<file path="config.mk">
export PLATFORM = sky130hd
export DESIGN_NAME = pwm_angle_encoder_decoder_core
export DESIGN_NICKNAME = d
export VERILOG_FILES = /design/src/rtl/core/paed_pkg.sv /design/src/rtl/core/paed_ctrl.sv /design/src/rtl/core/paed_datapath.sv /design/src/rtl/core/pwm_angle_encoder_decoder_core.sv
export SDC_FILE = /design/constraint.sdc
export NUM_CORES = 2
export LEC_CHECK = 0
export ABC_AREA = 1
export BUFFER_PORTS_ARGS = -buffer_cell sky130_fd_sc_hd__buf_2
export CAP_MARGIN = 20
export CORE_ASPECT_RATIO = 0.5
export CORE_MARGIN = 8
export CORE_UTILIZATION = 55
export DETAILED_ROUTE_END_ITERATION = 10
export GPL_ROUTABILITY_DRIVEN = 0
export GPL_TIMING_DRIVEN = 0
export HOLD_SLACK_MARGIN = 0.03
export PLACE_DENSITY = 0.72
export REMOVE_ABC_BUFFERS = 1
export SKIP_LAST_GASP = 1
export SYNTH_ARGS = -nofsm -noshare
export SYNTH_HDL_FRONTEND = slang
export SYNTH_SLANG_ARGS = --single-unit
</file>
<file path="constraint.sdc">
create_clock -name aclk -period 8 [get_ports aclk]
set_input_delay 1.2 -clock aclk [delete_from_list [all_inputs] [get_ports aclk]]
set_output_delay 1.2 -clock aclk [all_outputs]
set_load 0.02 [all_outputs]
</file>
<file path="src/rtl/core/paed_pkg.sv">
// Shared types and constants for the PWM angle decoder core.
// Used by the controller, the datapath, the top level and the checker.
package paed_pkg;

    localparam int CAPTURE_BITS_DEFAULT = 16;

    // field widths
    localparam int TICKS_W   = 13;  // ticks per frame, scaled ticks, position code
    localparam int THR_W     = 16;
    localparam int SCALE_W   = 15;
    localparam int FULL_W    = 27;
    localparam int ANGLE_W   = 28;
    localparam int TURNS_W   = 16;
    localparam int MULTI_W   = 44;
    localparam int CFG_ADDR_W = 3;
    localparam int CFG_DATA_W = 27;

    // register indexes
    localparam logic [CFG_ADDR_W-1:0] REG_TICKS_PER_FRAME = 3'd0;
    localparam logic [CFG_ADDR_W-1:0] REG_WRAP_HIGH       = 3'd1;
    localparam logic [CFG_ADDR_W-1:0] REG_WRAP_LOW        = 3'd2;
    localparam logic [CFG_ADDR_W-1:0] REG_ANGLE_SCALE     = 3'd3;
    localparam logic [CFG_ADDR_W-1:0] REG_FULL_TURN       = 3'd4;

    // register reset values
    localparam logic [TICKS_W-1:0] TICKS_RESET     = 13'd4119;
    localparam logic [THR_W-1:0]   WRAP_HIGH_RESET = 16'd50000;
    localparam logic [THR_W-1:0]   WRAP_LOW_RESET  = 16'd10000;
    localparam logic [SCALE_W-1:0] SCALE_RESET     = 15'd25736;
    localparam logic [FULL_W-1:0]  FULL_TURN_RESET = 27'd105414357;

    localparam logic [TICKS_W-1:0] VALID_LIMIT = 13'd12;
    localparam logic [TICKS_W-1:0] CODE_OFFSET = 13'd15;

    typedef enum logic [2:0] {
        ST_IDLE,
        ST_CHECK,
        ST_DIV,
        ST_CODE,
        ST_TURN,
        ST_LOAD
    } paed_state_t;

    typedef struct packed {
        logic capture;   // latch rise and fall capture times
        logic check;     // update width/turns, form product, set up divide
        logic div_step;  // one quotient bit
        logic code;      // position code and angle
        logic turn;      // turns times full turn
        logic load_out;  // load result register
    } paed_cmd_t;

    typedef struct packed {
        logic drop;      // fall earlier than rise
    } paed_status_t;

endpackage

</file>
<file path="src/rtl/core/paed_ctrl.sv">
// Sequencer for the PWM angle decoder: state machine, divide step counter
// and result-valid flag. Depends on paed_pkg.
module paed_ctrl
    import paed_pkg::*;
(
    input  logic         aclk,
    input  logic         aresetn,
    input  logic         s_valid,
    output logic         s_ready,
    output logic         m_valid,
    input  logic         m_ready,
    input  paed_status_t status,
    output paed_cmd_t    cmd
);

    localparam int CntW = $clog2(TICKS_W);

    paed_state_t         state_reg, state_next;
    logic [CntW-1:0]     cnt_reg, cnt_next;
    logic                m_valid_reg, m_valid_next;
    logic                out_free;

    assign out_free = !m_valid_reg || m_ready;

    always_ff @(posedge aclk) begin
        if (!aresetn) begin
            state_reg   <= ST_IDLE;
            cnt_reg     <= '0;
            m_valid_reg <= 1'b0;
        end else begin
            state_reg   <= state_next;
            cnt_reg     <= cnt_next;
            m_valid_reg <= m_valid_next;
        end
    end

    always_comb begin
        state_next = state_reg;
        cnt_next   = cnt_reg;
        cmd        = '0;
        s_ready    = 1'b0;
        case (state_reg)
            ST_IDLE: begin
                s_ready = 1'b1;
                if (s_valid) begin
                    cmd.capture = 1'b1;
                    state_next  = ST_CHECK;
                end
            end
            ST_CHECK: begin
                if (status.drop) begin
                    state_next = ST_IDLE;
                end else begin
                    cmd.check  = 1'b1;
                    cnt_next   = '0;
                    state_next = ST_DIV;
                end
            end
            ST_DIV: begin
                cmd.div_step = 1'b1;
                cnt_next     = cnt_reg + 1'b1;
                if (cnt_reg == CntW'(TICKS_W - 1))
                    state_next = ST_CODE;
            end
            ST_CODE: begin
                cmd.code   = 1'b1;
                state_next = ST_TURN;
            end
            ST_TURN: begin
                cmd.turn   = 1'b1;
                state_next = ST_LOAD;
            end
            ST_LOAD: begin
                if (out_free) begin
                    cmd.load_out = 1'b1;
                    state_next   = ST_IDLE;
                end
            end
            default: state_next = ST_IDLE;
        endcase
    end

    always_comb begin
        if (cmd.load_out)
            m_valid_next = 1'b1;
        else if (m_ready)
            m_valid_next = 1'b0;
        else
            m_valid_next = m_valid_reg;
    end

    assign m_valid = m_valid_reg;

endmodule

</file>
<file path="src/rtl/core/paed_datapath.sv">
// Datapath of the PWM angle decoder: config registers, width and turn
// state, restoring divider, angle multipliers and result register. Uses paed_pkg.
module paed_datapath
    import paed_pkg::*;
#(
    parameter int CAPTURE_BITS = CAPTURE_BITS_DEFAULT
) (
    input  logic                          aclk,
    input  logic                          aresetn,
    input  paed_cmd_t                     cmd,
    output paed_status_t                  status,
    input  logic                          cfg_we,
    input  logic [CFG_ADDR_W-1:0]         cfg_addr,
    input  logic [CFG_DATA_W-1:0]         cfg_wdata,
    input  logic [CAPTURE_BITS-1:0]       s_rise_time,
    input  logic [CAPTURE_BITS-1:0]       s_fall_time,
    output logic                          m_valid_res,
    output logic [TICKS_W-1:0]            m_position_code,
    output logic signed [TURNS_W-1:0]     m_turn_count,
    output logic [ANGLE_W-1:0]            m_angle,
    output logic signed [MULTI_W-1:0]     m_multiturn_angle
);

    localparam int CmpW  = (CAPTURE_BITS > THR_W) ? CAPTURE_BITS : THR_W;
    localparam int ProdW = TICKS_W + CAPTURE_BITS;

    // config
    logic [TICKS_W-1:0] ticks_reg;
    logic [THR_W-1:0]   wrap_high_reg, wrap_low_reg;
    logic [SCALE_W-1:0] scale_reg;
    logic [FULL_W-1:0]  full_turn_reg;

    // state
    logic [CAPTURE_BITS-1:0] last_width_reg;
    logic [TURNS_W-1:0]      turns_reg;

    // working
    logic [CAPTURE_BITS-1:0] rise_reg, fall_reg;
    logic                    fall_zero_reg;
    logic [CAPTURE_BITS-1:0] rem_reg;
    logic [TICKS_W-1:0]      lo_reg, quot_reg;
    logic                    res_valid_reg;
    logic [TICKS_W-1:0]      code_reg;
    logic [ANGLE_W-1:0]      angle_reg;
    logic signed [MULTI_W-1:0] mt_prod_reg;

    // result register
    logic                      out_valid_res_reg;
    logic [TICKS_W-1:0]        out_code_reg;
    logic [TURNS_W-1:0]        out_turns_reg;
    logic [ANGLE_W-1:0]        out_angle_reg;
    logic signed [MULTI_W-1:0] out_multi_reg;

    logic [CAPTURE_BITS-1:0] width;
    logic [CmpW-1:0]         prev_c, width_c, high_c, low_c;
    logic                    wrap_up, wrap_down;
    logic [ProdW-1:0]        prod;
    logic [CAPTURE_BITS:0]   trial;
    logic                    ge;
    logic [CAPTURE_BITS:0]   trial_sub;
    logic [TICKS_W-1:0]      scaled;
    logic                    valid_now;
    logic [TICKS_W-1:0]      code_now;
    logic signed [MULTI_W-1:0] multi_sum;

    always_ff @(posedge aclk) begin
        if (!aresetn) begin
            ticks_reg     <= TICKS_RESET;
            wrap_high_reg <= WRAP_HIGH_RESET;
            wrap_low_reg  <= WRAP_LOW_RESET;
            scale_reg     <= SCALE_RESET;
            full_turn_reg <= FULL_TURN_RESET;
        end else if (cfg_we) begin
            case (cfg_addr)
                REG_TICKS_PER_FRAME: ticks_reg     <= cfg_wdata[TICKS_W-1:0];
                REG_WRAP_HIGH:       wrap_high_reg <= cfg_wdata[THR_W-1:0];
                REG_WRAP_LOW:        wrap_low_reg  <= cfg_wdata[THR_W-1:0];
                REG_ANGLE_SCALE:     scale_reg     <= cfg_wdata[SCALE_W-1:0];
                REG_FULL_TURN:       full_turn_reg <= cfg_wdata[FULL_W-1:0];
                default: ;
            endcase
        end
    end

    assign width       = fall_reg - rise_reg;
    assign status.drop = fall_reg < rise_reg;

    assign prev_c  = CmpW'(last_width_reg);
    assign width_c = CmpW'(width);
    assign high_c  = CmpW'(wrap_high_reg);
    assign low_c   = CmpW'(wrap_low_reg);
    assign wrap_up   = (prev_c > high_c) && (width_c < low_c);
    assign wrap_down = (prev_c < low_c) && (width_c > high_c);

    assign prod = ProdW'(ticks_reg) * ProdW'(width);

    // restoring divide; quotient never exceeds ticks_per_frame as width <= fall
    assign trial     = {rem_reg, lo_reg[TICKS_W-1]};
    assign ge        = trial >= {1'b0, fall_reg};
    assign trial_sub = trial - {1'b0, fall_reg};

    assign scaled    = fall_zero_reg ? '0 : quot_reg;
    assign valid_now = scaled > VALID_LIMIT;
    assign code_now  = (scaled > CODE_OFFSET) ? (scaled - CODE_OFFSET) : '0;

    assign multi_sum = mt_prod_reg + $signed({{(MULTI_W-ANGLE_W){1'b0}}, angle_reg});

    always_ff @(posedge aclk) begin
        if (!aresetn) begin
            last_width_reg <= '0;
            turns_reg      <= '0;
        end else if (cmd.check) begin
            last_width_reg <= width;
            if (wrap_up)
                turns_reg <= turns_reg + 1'b1;
            else if (wrap_down)
                turns_reg <= turns_reg - 1'b1;
        end
    end

    always_ff @(posedge aclk) begin
        if (cmd.capture) begin
            rise_reg <= s_rise_time;
            fall_reg <= s_fall_time;
        end
        if (cmd.check) begin
            fall_zero_reg <= (fall_reg == '0);
            rem_reg       <= prod[ProdW-1:TICKS_W];
            lo_reg        <= prod[TICKS_W-1:0];
        end
        if (cmd.div_step) begin
            rem_reg  <= ge ? trial_sub[CAPTURE_BITS-1:0] : trial[CAPTURE_BITS-1:0];
            lo_reg   <= {lo_reg[TICKS_W-2:0], 1'b0};
            quot_reg <= {quot_reg[TICKS_W-2:0], ge};
        end
        if (cmd.code) begin
            res_valid_reg <= valid_now;
            code_reg      <= valid_now ? code_now : '0;
            angle_reg     <= valid_now ? ANGLE_W'(code_now) * ANGLE_W'(scale_reg) : '0;
        end
        if (cmd.turn)
            mt_prod_reg <= $signed(turns_reg) * $signed({1'b0, full_turn_reg});
        if (cmd.load_out) begin
            out_valid_res_reg <= res_valid_reg;
            out_code_reg      <= code_reg;
            out_turns_reg     <= turns_reg;
            out_angle_reg     <= angle_reg;
            out_multi_reg     <= res_valid_reg ? multi_sum : '0;
        end
    end

    assign m_valid_res       = out_valid_res_reg;
    assign m_position_code   = out_code_reg;
    assign m_turn_count      = $signed(out_turns_reg);
    assign m_angle           = out_angle_reg;
    assign m_multiturn_angle = out_multi_reg;

endmodule

</file>
<file path="src/rtl/core/pwm_angle_encoder_decoder_core.sv">
// PWM angle decoder core: one beat in carries the rising and falling capture
// times of a sensor PWM frame; one beat out carries validity, position code,
// turn count, Q.24 angle and Q.24 multiturn angle. A frame whose fall time is
// earlier than its rise time is dropped with no output beat and no state
// change. A frame passes through accept, width check, 13 restoring-divide
// steps of the ticks scaling, angle multiply, turn multiply and load, which
// waits until the output is free; a dropped frame returns to idle after the
// width check. One frame is processed at a time; the result register lets
// the next input beat be taken while a result waits on m_ready.
// Configuration writes (cfg_we, cfg_addr, cfg_wdata) land at once and must
// only be issued while the core is idle. Depends on paed_pkg.
module pwm_angle_encoder_decoder_core
    import paed_pkg::*;
#(
    parameter int CAPTURE_BITS = CAPTURE_BITS_DEFAULT
) (
    input  logic                      aclk,
    input  logic                      aresetn,
    // configuration
    input  logic                      cfg_we,
    input  logic [CFG_ADDR_W-1:0]     cfg_addr,
    input  logic [CFG_DATA_W-1:0]     cfg_wdata,
    // input beats
    input  logic                      s_valid,
    output logic                      s_ready,
    input  logic [CAPTURE_BITS-1:0]   s_rise_time,
    input  logic [CAPTURE_BITS-1:0]   s_fall_time,
    // result beats
    output logic                      m_valid,
    input  logic                      m_ready,
    output logic                      m_valid_res,
    output logic [TICKS_W-1:0]        m_position_code,
    output logic signed [TURNS_W-1:0] m_turn_count,
    output logic [ANGLE_W-1:0]        m_angle,
    output logic signed [MULTI_W-1:0] m_multiturn_angle
);

    paed_cmd_t    cmd;
    paed_status_t status;

    // sequencer: states, divide count, output valid
    paed_ctrl u_ctrl (
        .aclk    (aclk),
        .aresetn (aresetn),
        .s_valid (s_valid),
        .s_ready (s_ready),
        .m_valid (m_valid),
        .m_ready (m_ready),
        .status  (status),
        .cmd     (cmd)
    );

    // arithmetic, config and turn state
    paed_datapath #(
        .CAPTURE_BITS (CAPTURE_BITS)
    ) u_datapath (
        .aclk              (aclk),
        .aresetn           (aresetn),
        .cmd               (cmd),
        .status            (status),
        .cfg_we            (cfg_we),
        .cfg_addr          (cfg_addr),
        .cfg_wdata         (cfg_wdata),
        .s_rise_time       (s_rise_time),
        .s_fall_time       (s_fall_time),
        .m_valid_res       (m_valid_res),
        .m_position_code   (m_position_code),
        .m_turn_count      (m_turn_count),
        .m_angle           (m_angle),
        .m_multiturn_angle (m_multiturn_angle)
    );

endmodule

</file>
==> summary.txt <==
fin crit period: 7560 ps
CTS root buf: clkbuf_16
Max Root-Sink Buffers: 3
row cnt: 76
Setup crit start kind: register
placed insts: 7046
Worst Tran Pin Value: 1160 ps
commonest non-fill, non-tap cells in the layout: inv_1 (1316), nand2_1 (1248), fa_1 (649), nor2_1 (550), ha_1 (431)
Finish-stage setup viols: 0
Total Routed Length: 127 mm
leakage: 25.5 nW
die height: 225 um
main combinational cell family by area after synthesis: adder cells
worst-case reg-to-reg path depth: 30
design area: 0.0513 sq mm
status: complete, no violations
DPL Wire Length: 101 mm
CTS tree: built
nets: 7073
Reg clk slew, reported paths: 70 ps
hold buffers post-CTS: 0
Area growth syn-to-layout: 7.29%
Die Wd: 433 um
Synth Area in Adders: 38.4%
full die area: 0.0972 sq mm
cells after synthesis: 5874
hold crit path type: reg -> reg
Tcrit/Tclk final: 94.5%
Achievable Freq: 132 MHz
total negative setup slack: 0 ps
clk_lat worst skew: 610 ps
commonest non-fill, non-tap cell in the layout: inv_1
compound-gate portion of the synthesized area: 7.82%
Seq cells post-synth: 390
max_slew headroom: 22.2%
vias in the first global route: 39800
synth warn: 0
Area after DPL: 0.0498 sq mm
Initial Util: 55.5%
grt ovf: 0
Netlist cell types: 59
Via density: 5.45
H-tree Lvls: 2
Critical Path Max Stage Delay: 580 ps
Iter 0 DRT Violations: 3356
Clock Skews: 33.5 ps
final cell count without fillers: 7129
critical path class: reg -> reg
number of clock sinks: 390
Post-synth EDFFs: 262
power density cells: 315 mW/mm^2
CP required: 8330 ps
RSZ-0062 raised after global routing: false
I/O pin count: 171
Async S/R FF share, synth: 0%
endpoint class of the critical path: register
hold slack: 422 ps
Cell Area, Synth: 0.0478 sq mm
# DRC: 0
Max Cap Viol: 0
CP Max Fanout: 10
GRT Util Overall: 26.0%
first-pass GRT wire length: 205 mm
DR WL/cell: 17.8 um
post-route ant nets: 0
Most used DFF post-synth: edfxtp_1
layout cells sized above 1: 6.41%
Final Hold Fails: 0
VDD IR-drop max: 0.682 mV
multiplexer share of the synthesized area: 0%
Min-Delay Path Depth: 0
Seq/Total Area, Yosys: 21.8%
CTS buffer count: 42
initial antenna violation count: 1
Core Box Area: 0.0862 sq mm
Initial DRT Pass Iterations: 6
vias: 38800
largest net degree at the start of global routing: 111
Max Slew Vio Count: 0
Post-Synth XOR/XNOR Area: 1.80%
arrival time at the worst endpoint: 7890 ps
I/O Buffers: 170
Finished Core Util: 59.6%
Avg Cell Area, Syn: 8.14 sq um
Synth Area in Simple Gates: 17.9%
critical path's slowest cell: fa_1
## power by group
part	switching, W	total [W]	internal [W]
sequential	0.000171	0.00274	0.00257
combinational	0.00724	0.0114	0.00420
clock	0.000883	0.00201	0.00113
total	0.00829	0.0162	0.00789
## final cells by class
| type | count | area [sq um] |
|---|---|---|
| Clock buffer | 52 | 1170 |
| Clock inverter | 24 | 241 |
| Fill cell | 7435 | 34800 |
| Inverter | 1341 | 5050 |
| Antenna cell | 1 | 2.50 |
| Sequential cell | 390 | 10400 |
| Multi-Input combinational cell | 3955 | 31600 |
| Tap cell | 1170 | 1460 |
| Timing Repair Buffer | 196 | 1350 |
## cells by family after synthesis
group                    after synthesis
buffers and inverters               1529
AND/OR/NAND/NOR                     2094
flip-flops                           390
AO/OA/AOI/OAI                        686
XOR/XNOR                              95
adder cells (fa/ha/maj)             1080
## layer usage
layer,routed length (um),GRT usage (%),vias up,share of wire (%)
met5,0,0,-,0
met4,5010,9.16,0,3.9
met3,12300,5.47,368,9.7
met2,57200,42.1,1860,45
met1,52500,34.8,18600,41
li1,-,-,18000,-
## synthesized netlist by cell type (6+ instances only)
master    number  area (sq um)
o21bai_1      24           180
or2_2         31           194
nand2_1     1248          4680
inv_1       1315          4940
o21a_1        16           120
nand3b_1      12          90.1
o211ai_1      18           135
dfxtp_1      128          2560
a31oi_1       22           138
nor2_4        11           124
buf_1         31           116
nand3_1      117           586
a21o_1        23           173
buf_6          8          90.1
fa_1         649         13000
a21boi_0       9          67.6
nor3_1        39           195
o21ai_0      235          1180
nor2_2         7          43.8
clkbuf_1     123           462
nand2_2       10          62.6
o21ai_1       14          70.1
edfxtp_1     262          7870
ha_1         431          5390
and2_1         6          37.5
a21oi_1      312          1560
buf_2         22           110
inv_2         15          56.3
nand4_1       34           213
nor2_1       554          2080
xor2_1        57           499
clkinv_1       6          22.5
xnor2_1       34           298
## critical path, delay by kind of cell, from the launching register on
family / cells / cell delay [ps]
compound gates: 6 / 1170
fa+ha+maj: 8 / 3600
buf+inv: 7 / 690
flops: 1 / 450
simple gates: 9 / 1380
## per-stage QoR
step / setup WS [ps] / total power, W
after floorplan: 1770 / 0.0111
after global placement: -493 / 0.0138
after detailed placement: 104 / 0.0141
after CTS: 113 / 0.0162
after global routing: 51.5 / 0.0179
final: 437 / 0.0162
## path summary, 6_finish.rpt
kind	start	to	slack (ps)
worst min register to register	u_datapath.code_reg[0]	u_datapath.m_position_code[0]	420
worst max register to register	u_datapath.fall_reg[0]	u_datapath.rem_reg[5]	440
worst max-delay path	u_datapath.fall_reg[0]	u_datapath.rem_reg[5]	440
worst min-delay path	u_datapath.code_reg[0]	u_datapath.m_position_code[0]	420
## repair_timing
| action | in CTS | in global routing |
|---|---|---|
| setup endpoints to repair | 0 | 3 |
| setup buffers | 0 | 3 |
| gates resized for setup | 0 | 2 |
(Power assumes the default switching activity.)
